## src/sidec_pkg.sv

```systemverilog
// Package for the signed integer to decimal ASCII converter.
// Holds the character codes, the BCD adjust helper and the control struct
// that drives the shift-add-3 unit. Depends on nothing.
`timescale 1ns / 1ps
`default_nettype none

package sidec_pkg;

  localparam logic [7:0] CHAR_ZERO  = 8'd48;
  localparam logic [7:0] CHAR_MINUS = 8'd45;
  localparam logic [3:0] BCD_ADJ_MIN = 4'd5;
  localparam logic [3:0] BCD_ADJ_ADD = 4'd3;

  // Commands from the sequencer to the shift-add-3 unit.
  typedef struct packed {
    logic load;  // take a new magnitude and clear the BCD digits
    logic step;  // one shift-add-3 iteration
    logic emit;  // drop the top BCD digit and move the rest up
  } dab_ctrl_t;

  // One BCD digit adjusted before the left shift.
  function automatic logic [3:0] bcd_adjust(input logic [3:0] nib);
    logic [3:0] res;
    res = (nib >= BCD_ADJ_MIN) ? (nib + BCD_ADJ_ADD) : nib;
    return res;
  endfunction

endpackage

`default_nettype wire

```

## src/sidec_if.sv

```systemverilog
// Handshake channels of the decimal ASCII converter.
// The input channel carries one signed value, the output channel one character.
// Depends on nothing.
`timescale 1ns / 1ps
`default_nettype none

interface sidec_in_if #(
  parameter int VALUE_BITS = 32
) ();
  logic                         valid;
  logic                         ready;
  logic signed [VALUE_BITS-1:0] value;

  modport source (output valid, output value, input ready);
  modport sink   (input valid, input value, output ready);
endinterface

interface sidec_out_if ();
  logic       valid;
  logic       ready;
  logic [7:0] char_code;
  logic       last;

  modport source (output valid, output char_code, output last, input ready);
  modport sink   (input valid, input char_code, input last, output ready);
endinterface

`default_nettype wire

```

## src/signed_int_to_decimal_ascii_top.sv

```systemverilog
// Top level of the signed integer to decimal ASCII converter: sequencer and
// output register around the shift-add-3 unit.
// Depends on sidec_pkg, sidec_if.sv and sidec_dabble.
//
//   Channel  Dir  Payload                 Per item
//   in_i     in   value[VALUE_BITS-1:0]   one signed integer
//   out_o    out  char_code[7:0], last    one ASCII character, last on the final one
//
// An item is taken while the sequencer is idle, then the magnitude goes
// through the shift-add-3 unit one bit a cycle. Leading zero digits are
// dropped at one a cycle; the scan stops at the first nonzero digit or at
// the ones digit. Then the sign and the digits leave at one character a
// cycle while the output is not stalled. Dropped zeros and emitted digits
// always add up to the NDIG digit positions (ten at VALUE_BITS = 32); the
// dabble loop takes the largest share of an item's time.
// in_i.ready is high only while the sequencer is idle; the last character may
// still wait in the output register then. A stalled output holds the
// sequencer in its sign or digit state. Reset (asynchronous, active low)
// returns the sequencer to idle and empties the output register; no clearing
// pass.
`timescale 1ns / 1ps
`default_nettype none

module signed_int_to_decimal_ascii_top #(
  parameter int VALUE_BITS = 32
) (
  input wire logic  clk_i,
  input wire logic  rst_ni,
  sidec_in_if.sink  in_i,
  sidec_out_if.source out_o
);
  import sidec_pkg::*;

  // Decimal digits of the largest magnitude, 2^(VALUE_BITS-1);
  // 1233/4096 approximates log10(2) closely enough over the whole range.
  localparam int NDIG  = (((VALUE_BITS - 1) * 1233) / 4096) + 1;
  localparam int CNT_W = $clog2(VALUE_BITS + 1);
  localparam int DIG_W = $clog2(NDIG + 1);

  typedef enum logic [2:0] {
    ST_IDLE,
    ST_CONV,
    ST_SKIP,
    ST_SIGN,
    ST_DIGIT
  } state_e;

  state_e           state_q;
  logic [CNT_W-1:0] cnt_q;
  logic [DIG_W-1:0] dig_left_q;
  logic             neg_q;
  logic             out_valid_q;
  logic [7:0]       char_q;
  logic             last_q;

  logic                  in_accept;
  logic                  out_free;
  logic                  char_load;
  logic                  skip_zero;
  logic [VALUE_BITS-1:0] mag;
  logic [3:0]            digit;
  dab_ctrl_t             ctrl;

  assign in_i.ready = (state_q == ST_IDLE);
  assign in_accept  = in_i.valid && in_i.ready;

  // Magnitude taken as unsigned, so the most negative value becomes
  // 2^(VALUE_BITS-1) and nothing overflows.
  assign mag = in_i.value[VALUE_BITS-1] ? (VALUE_BITS'(0) - VALUE_BITS'(in_i.value))
                                        : VALUE_BITS'(in_i.value);

  // The output register can take a character when empty or being drained.
  assign out_free  = !out_valid_q || out_o.ready;
  // A new character enters the output register this cycle.
  assign char_load = ((state_q == ST_SIGN) || (state_q == ST_DIGIT)) && out_free;
  // Leading zeros are dropped, but the ones digit always stays.
  assign skip_zero = (digit == 4'd0) && (dig_left_q > DIG_W'(1));

  always_comb begin
    ctrl.load = in_accept;
    ctrl.step = (state_q == ST_CONV);
    ctrl.emit = ((state_q == ST_SKIP) && skip_zero) ||
                ((state_q == ST_DIGIT) && out_free);
  end

  sidec_dabble #(
    .MAG_BITS (VALUE_BITS),
    .NDIG     (NDIG)
  ) u_dabble (
    .clk_i   (clk_i),
    .ctrl_i  (ctrl),
    .mag_i   (mag),
    .digit_o (digit)
  );

  always_ff @(posedge clk_i or negedge rst_ni) begin
    if (!rst_ni) begin
      state_q     <= ST_IDLE;
      cnt_q       <= '0;
      dig_left_q  <= '0;
      neg_q       <= 1'b0;
      out_valid_q <= 1'b0;
      char_q      <= '0;
      last_q      <= 1'b0;
    end else begin
      if (char_load) begin
        out_valid_q <= 1'b1;
      end else if (out_o.ready) begin
        out_valid_q <= 1'b0;
      end
      case (state_q)
        ST_IDLE: begin
          if (in_accept) begin
            neg_q   <= in_i.value[VALUE_BITS-1];
            cnt_q   <= CNT_W'(VALUE_BITS);
            state_q <= ST_CONV;
          end
        end
        ST_CONV: begin
          cnt_q <= cnt_q - CNT_W'(1);
          if (cnt_q == CNT_W'(1)) begin
            dig_left_q <= DIG_W'(NDIG);
            state_q    <= ST_SKIP;
          end
        end
        ST_SKIP: begin
          if (skip_zero) begin
            dig_left_q <= dig_left_q - DIG_W'(1);
          end else begin
            state_q <= neg_q ? ST_SIGN : ST_DIGIT;
          end
        end
        ST_SIGN: begin
          if (out_free) begin
            char_q      <= CHAR_MINUS;
            last_q      <= 1'b0;
            state_q     <= ST_DIGIT;
          end
        end
        ST_DIGIT: begin
          if (out_free) begin
            char_q      <= CHAR_ZERO + {4'd0, digit};
            last_q      <= (dig_left_q == DIG_W'(1));
            dig_left_q  <= dig_left_q - DIG_W'(1);
            if (dig_left_q == DIG_W'(1)) begin
              state_q <= ST_IDLE;
            end
          end
        end
        default: begin
          state_q <= ST_IDLE;
        end
      endcase
    end
  end

  assign out_o.valid     = out_valid_q;
  assign out_o.char_code = char_q;
  assign out_o.last      = last_q;

  // Taking a value always starts a conversion that blocks the input.
  a_busy_after_accept: assert property (@(posedge clk_i) disable iff (!rst_ni)
    in_accept |=> !in_i.ready)
    else $error("input still ready after a value was taken");

  // The sign never ends a text.
  a_minus_not_last: assert property (@(posedge clk_i) disable iff (!rst_ni)
    (out_valid_q && (char_q == CHAR_MINUS)) |-> !last_q)
    else $error("minus sign flagged as last character");

  // Every other character is a decimal digit.
  a_digit_range: assert property (@(posedge clk_i) disable iff (!rst_ni)
    (out_valid_q && (char_q != CHAR_MINUS)) |->
      ((char_q >= CHAR_ZERO) && (char_q <= (CHAR_ZERO + 8'd9))))
    else $error("character is neither a sign nor a digit");

  // While idle, a pending character can only be the end of the previous text.
  a_idle_pending_last: assert property (@(posedge clk_i) disable iff (!rst_ni)
    (in_i.ready && out_valid_q) |-> last_q)
    else $error("idle with an unfinished text in the output register");

endmodule

`default_nettype wire

```

## src/sidec_dabble.sv

```systemverilog
// Shift-add-3 (double dabble) unit of the decimal ASCII converter.
// Turns a binary magnitude into BCD one bit a cycle, then hands the digits
// out from the top. Depends on sidec_pkg.
`timescale 1ns / 1ps
`default_nettype none

module sidec_dabble #(
  parameter int MAG_BITS = 32,
  parameter int NDIG     = 10
) (
  input  wire logic                  clk_i,
  input  wire sidec_pkg::dab_ctrl_t  ctrl_i,
  input  wire logic [MAG_BITS-1:0]   mag_i,
  output logic      [3:0]            digit_o
);
  import sidec_pkg::*;

  localparam int BCD_W = 4 * NDIG;

  logic [MAG_BITS-1:0] bin_q, bin_d;
  logic [BCD_W-1:0]    bcd_q, bcd_d, adj;

  always_comb begin
    for (int i = 0; i < NDIG; i++) begin
      adj[4*i +: 4] = bcd_adjust(bcd_q[4*i +: 4]);
    end
  end

  always_comb begin
    bin_d = bin_q;
    bcd_d = bcd_q;
    if (ctrl_i.load) begin
      bin_d = mag_i;
      bcd_d = '0;
    end else if (ctrl_i.step) begin
      bin_d = bin_q << 1;
      bcd_d = {adj[BCD_W-2:0], bin_q[MAG_BITS-1]};
    end else if (ctrl_i.emit) begin
      bcd_d = bcd_q << 4;
    end
  end

  always_ff @(posedge clk_i) begin
    bin_q <= bin_d;
    bcd_q <= bcd_d;
  end

  assign digit_o = bcd_q[BCD_W-1 -: 4];

endmodule

`default_nettype wire
```

## src/flat_wrapper.sv

```systemverilog
// flat-port wrapper written by rule: the top's interface ports become plain ports
module signed_int_to_decimal_ascii_top_flat import sidec_pkg::*;
#(
  parameter int VALUE_BITS = 32
)
  (clk_i, rst_ni, in_i_valid, in_i_value, in_i_ready, out_o_valid, out_o_char_code, out_o_last, out_o_ready);
  sidec_in_if #(.VALUE_BITS(VALUE_BITS)) in_i_i ();
  sidec_out_if out_o_i ();
  input wire logic clk_i;
  input wire logic rst_ni;
  input wire logic [$bits(in_i_i.valid)-1:0] in_i_valid;
  input wire logic [$bits(in_i_i.value)-1:0] in_i_value;
  output wire logic [$bits(in_i_i.ready)-1:0] in_i_ready;
  output wire logic [$bits(out_o_i.valid)-1:0] out_o_valid;
  output wire logic [$bits(out_o_i.char_code)-1:0] out_o_char_code;
  output wire logic [$bits(out_o_i.last)-1:0] out_o_last;
  input wire logic [$bits(out_o_i.ready)-1:0] out_o_ready;
  assign in_i_i.valid = in_i_valid;
  assign in_i_i.value = in_i_value;
  assign in_i_ready = in_i_i.ready;
  assign out_o_valid = out_o_i.valid;
  assign out_o_char_code = out_o_i.char_code;
  assign out_o_last = out_o_i.last;
  assign out_o_i.ready = out_o_ready;
  signed_int_to_decimal_ascii_top #(.VALUE_BITS(VALUE_BITS)) u_core (.clk_i(clk_i), .rst_ni(rst_ni), .in_i(in_i_i), .out_o(out_o_i));
endmodule
```

## config.mk

```make
export PLATFORM = sky130hd
export DESIGN_NAME = signed_int_to_decimal_ascii_top_flat
export DESIGN_NICKNAME = d
export VERILOG_FILES = /design/src/sidec_pkg.sv /design/src/sidec_if.sv /design/src/signed_int_to_decimal_ascii_top.sv /design/src/sidec_dabble.sv /design/src/flat_wrapper.sv
export SDC_FILE = /design/constraint.sdc
export NUM_CORES = 1
export LEC_CHECK = 0
export BUFFER_PORTS_ARGS = -buffer_cell sky130_fd_sc_hd__buf_4
export CELL_PAD_IN_SITES_DETAIL_PLACEMENT = 1
export CELL_PAD_IN_SITES_GLOBAL_PLACEMENT = 1
export CORE_ASPECT_RATIO = 0.6
export CORE_MARGIN = 1.5
export CORE_UTILIZATION = 42
export CTS_CLUSTER_SIZE = 8
export DETAILED_ROUTE_END_ITERATION = 10
export PLACE_DENSITY = 0.85
export SLEW_MARGIN = 30
export SYNTH_ARGS = -nofsm -noshare
export SYNTH_HDL_FRONTEND = slang
export SYNTH_SLANG_ARGS = --single-unit
```

## constraint.sdc

```tcl
create_clock -name clk_i -period 2.6 [get_ports clk_i]
set_input_delay 0.26 -clock clk_i [delete_from_list [all_inputs] [get_ports clk_i]]
set_output_delay 0.26 -clock clk_i [all_outputs]
set_load 0.03 [all_outputs]
```

==> impl_results.md <==
* WP data required at 2860 ps
* Maximum net fanout on the critical path at 40
* Vias at 5186
* Port Buffers at 44
* Drt pass-1 iters at 5
* 1st-iter DRT viols at 334
* Area leader, netlist: edfxtp_1
* Chip Height at 93.6 um
* GPL Wtd Cong at 0.890
* Share of cells above drive strength 1 at 13.1%
* Dpl hpwl at 12.0 mm
* RSZ-0062 raised after global routing: no
* Drt drc at 0
* Combinational share of power at 46.9%
* Per-cell routed wire length at 19.5 um
* DIE AREA at 0.0144 mm2
* Final TNS setup at 0 ps
* Initial core utilization at 43.9%
* Post-Layout Cell Count at 864
* R2R depth at 8
* Yosys warning total at 0
* Number of global-route vias before repair at 5264
* Final Hold Viols at 0
* Pint at 4.51 mW
* H-tree depth at 3
* CTS Buffer Depth at 2
* Crit path arrival time at 2580 ps
* Crit start category: flop
* Post-synth top area share at 16.7%
* Slew HR at 54.0%
* Layout Skew at 13.0 ps
* First-pass GRT wire length at 27.8 mm
* Total Routed Length at 16.8 mm
* Top FF cell, synth: dfxtp_1
* Floorplan row count at 32
* Mean post-synth cell area at 8.76 um2
* Switch Pwr at 3.52 mW
* CTS root buffer: clkbuf_16
* Core Area at 0.0131 mm2
* Fillers at 1535
* Later-pin clock latency in the skew report at 350 ps
* Post-synth EDFFs at 32
* Crit Path Class: flop to flop
* TritonCTS clock tree: yes
* Crit share post-route at 89.2%
* Max-capacitance violation count at 0
* Diode count at 0
* Synth area leaders: edfxtp_1, dfxtp_1, dfrtp_1
* Yosys cell types at 63
* Setup Viol. Count Final at 0
* Sequential share of power at 37.5%
* Tot Pwr at 8.03 mW
* Synthesized cell area at 0.00574 mm2
* # IOs at 47
* Post-synth ARST share at 23.4%
* Vias per inst at 6.00
* P&R area growth vs syn at 14.4%
* Slew Viols, Final at 0
* PwrDens at 1220 mW/mm2
* # resized after CTS at 0
* Synth Instances at 656
* Fmax at 431 MHz
* # clock sinks at 94
* Congestion Overflow GR at 0
* Largest net degree at the start of global routing at 51
* Worst ir drop on vdd at 0.477 mV
* Worst Hold Class: input pin to flop
* Min-Delay Path Depth at 3
* Net Sw Frac at 43.8%
* Initial antenna violation count at 1
* Total global-route track usage at 24.6%
* Clock network power share at 15.6%
* Final Core Density at 50.2%
* Clock slew at reported path FFs at 70 ps
* Fin crit period at 2320 ps
* Layout net count at 751
* Clock buffer count from CTS at 9
* Worst slew pin tran at 690 ps
* Static leakage at 2.70 nW
* DP Cell Count at 847
* Die width at 154 um
* Antenna viol nets, final at 0
* Worst Setup End Kind: flop
* Yosys reg bits at 94
* Status: completed
* Register area share after synthesis at 40.3%
[layer usage]
metal | up-vias | GRT usage, % | wire (um)
li1 | 2455 | - | -
met1 | 2585 | 33.4 | 7990
met2 | 128 | 40.0 | 7770
met3 | 18 | 5.47 | 832
met4 | 0 | 5.91 | 217
met5 | - | 0 | 0
[power groups by stage]
stage               Sequential (mW)  Combinational, mW  Clock [mW]
floorplan                      2.86               2.64           0
global placement               2.93               3.47           0
detailed placement             3.01               3.72           0
CTS                            3.00               3.77        1.28
global route                   3.11               4.23        1.33
finish                         3.01               3.76        1.25
[cells in the final DEF (no fill, tap or decap), types with 3 or more instances in the layout]
master     synthesis  final
dfrtp_1           22     22
and3b_1            8      8
buf_12             0      3
inv_1             40     40
a31oi_1           11     11
dfxtp_1           40     40
nand3_1            8      8
o22a_1             3      3
o31ai_1            7      7
nor4_1             4      4
and2_1             4      4
xor2_1            27     27
nor3_1            25     24
nand2b_1          12     12
a32oi_1            9      9
clkinv_2           0      3
clkbuf_16          0      9
o21ai_0           70     70
buf_4              3     56
or3_1              4      4
a211oi_1           9      9
nand2_1           76     74
nor2b_1            3      3
ha_1              26     26
edfxtp_1          32     32
a311oi_1          10     10
nor2_1            28     28
o211ai_1          10     10
o41ai_1            4      4
or4_1              3      3
xnor2_1           16     16
a22oi_1            3      3
o32ai_1            8      8
a21oi_1           56     56
nand4_1            3      3
mux2i_1            3      3
[worst max-delay path, cell delays in order, from the launching register on]
cell,delay [ps]
dfrtp_1,430
inv_1,90
ha_1,240
nor2_1,110
o311ai_1,470
and3_1,330
buf_12,230
nor2_1,70
a211oi_1,250
[registers in the layout, summed over array words and instances, names as in the netlist]
register                cells
u_core.state_q              3
u_core.u_dabble.bcd_q      40
u_core.dig_left_q           4
u_core.out_o.valid          1
u_core.u_dabble.bin_q      32
u_core.neg_q                1
u_core.out_o.char_code      6
u_core.cnt_q                6
u_core.out_o.last           1
[Yosys cell counts, types with 4 or more instances]
cell type,instances
a211oi_1,9
a21oi_1,56
a311oi_1,10
a31oi_1,11
a32oi_1,9
and2_1,4
and3b_1,8
clkbuf_1,30
dfrtp_1,22
dfxtp_1,40
edfxtp_1,32
ha_1,26
inv_1,40
nand2_1,76
nand2b_1,12
nand3_1,8
nor2_1,28
nor3_1,25
nor4_1,4
o211ai_1,10
o21ai_0,70
o31ai_1,7
o32ai_1,8
o41ai_1,4
or3_1,4
xnor2_1,16
xor2_1,27
[cell type report]
cell class / count / area, um2 / area share, %
flip-flops and latches: 94 / 2310 / 35.2
inverters: 40 / 150 / 2.29
clock buffers: 9 / 225 / 3.43
repair buffers: 60 / 490 / 7.47
multi-input cells: 484 / 3130 / 47.7
clock inverters: 7 / 47.5 / 0.724
well taps: 170 / 213 / 3.24
[timing repair]
action | CTS | global route
hold buffers | 1 | 0
setup buffers | 0 | 0
endpoints found under the setup margin | 0 | 0
hold endpoints to repair | 22 | 0
[path summary, 6_finish.rpt]
| kind | from | slack, ps | endpoint |
|---|---|---|---|
| max | u_core.dig_left_q[0] | 280 | u_core.u_dabble.bcd_q[12] |
| min | in_i_value[0] | 280 | u_core.u_dabble.bin_q[0] |
| max reg2reg | u_core.dig_left_q[0] | 280 | u_core.u_dabble.bcd_q[12] |
| max in group asynchronous | rst_ni | 2020 | u_core.dig_left_q[1] |
| min reg2reg | u_core.out_o.char_code[5] | 490 | u_core.out_o.char_code[5] |
| min in group asynchronous | rst_ni | 340 | u_core.cnt_q[4] |
[logic make-up (layout without fill, tap and decap cells)]
logic type	count (synthesis)	after routing	synth area share, %
xor gates and xnor gates	43	43	6.56
and+or+nand+nor	194	194	17.2
DFF	94	94	40.3
muxes	3	3	0.523
other	1	2	0.0653
AOI/OAI and AO/OA	216	216	24.2
buffers and inverters	79	116	5.55
adders and majority gates	26	26	5.66
[through the flow]
stage	hold WS [ps]	worst slack (ps)	cell area, um2
floorplan	-35.6	55.4	5760
global placement	163	328	6290
detailed placement	175	238	6290
CTS	289	288	6570
global route	298	92.0	6570
finish	282	280	6570
Note: power is estimated with default switching activity, not from simulation.
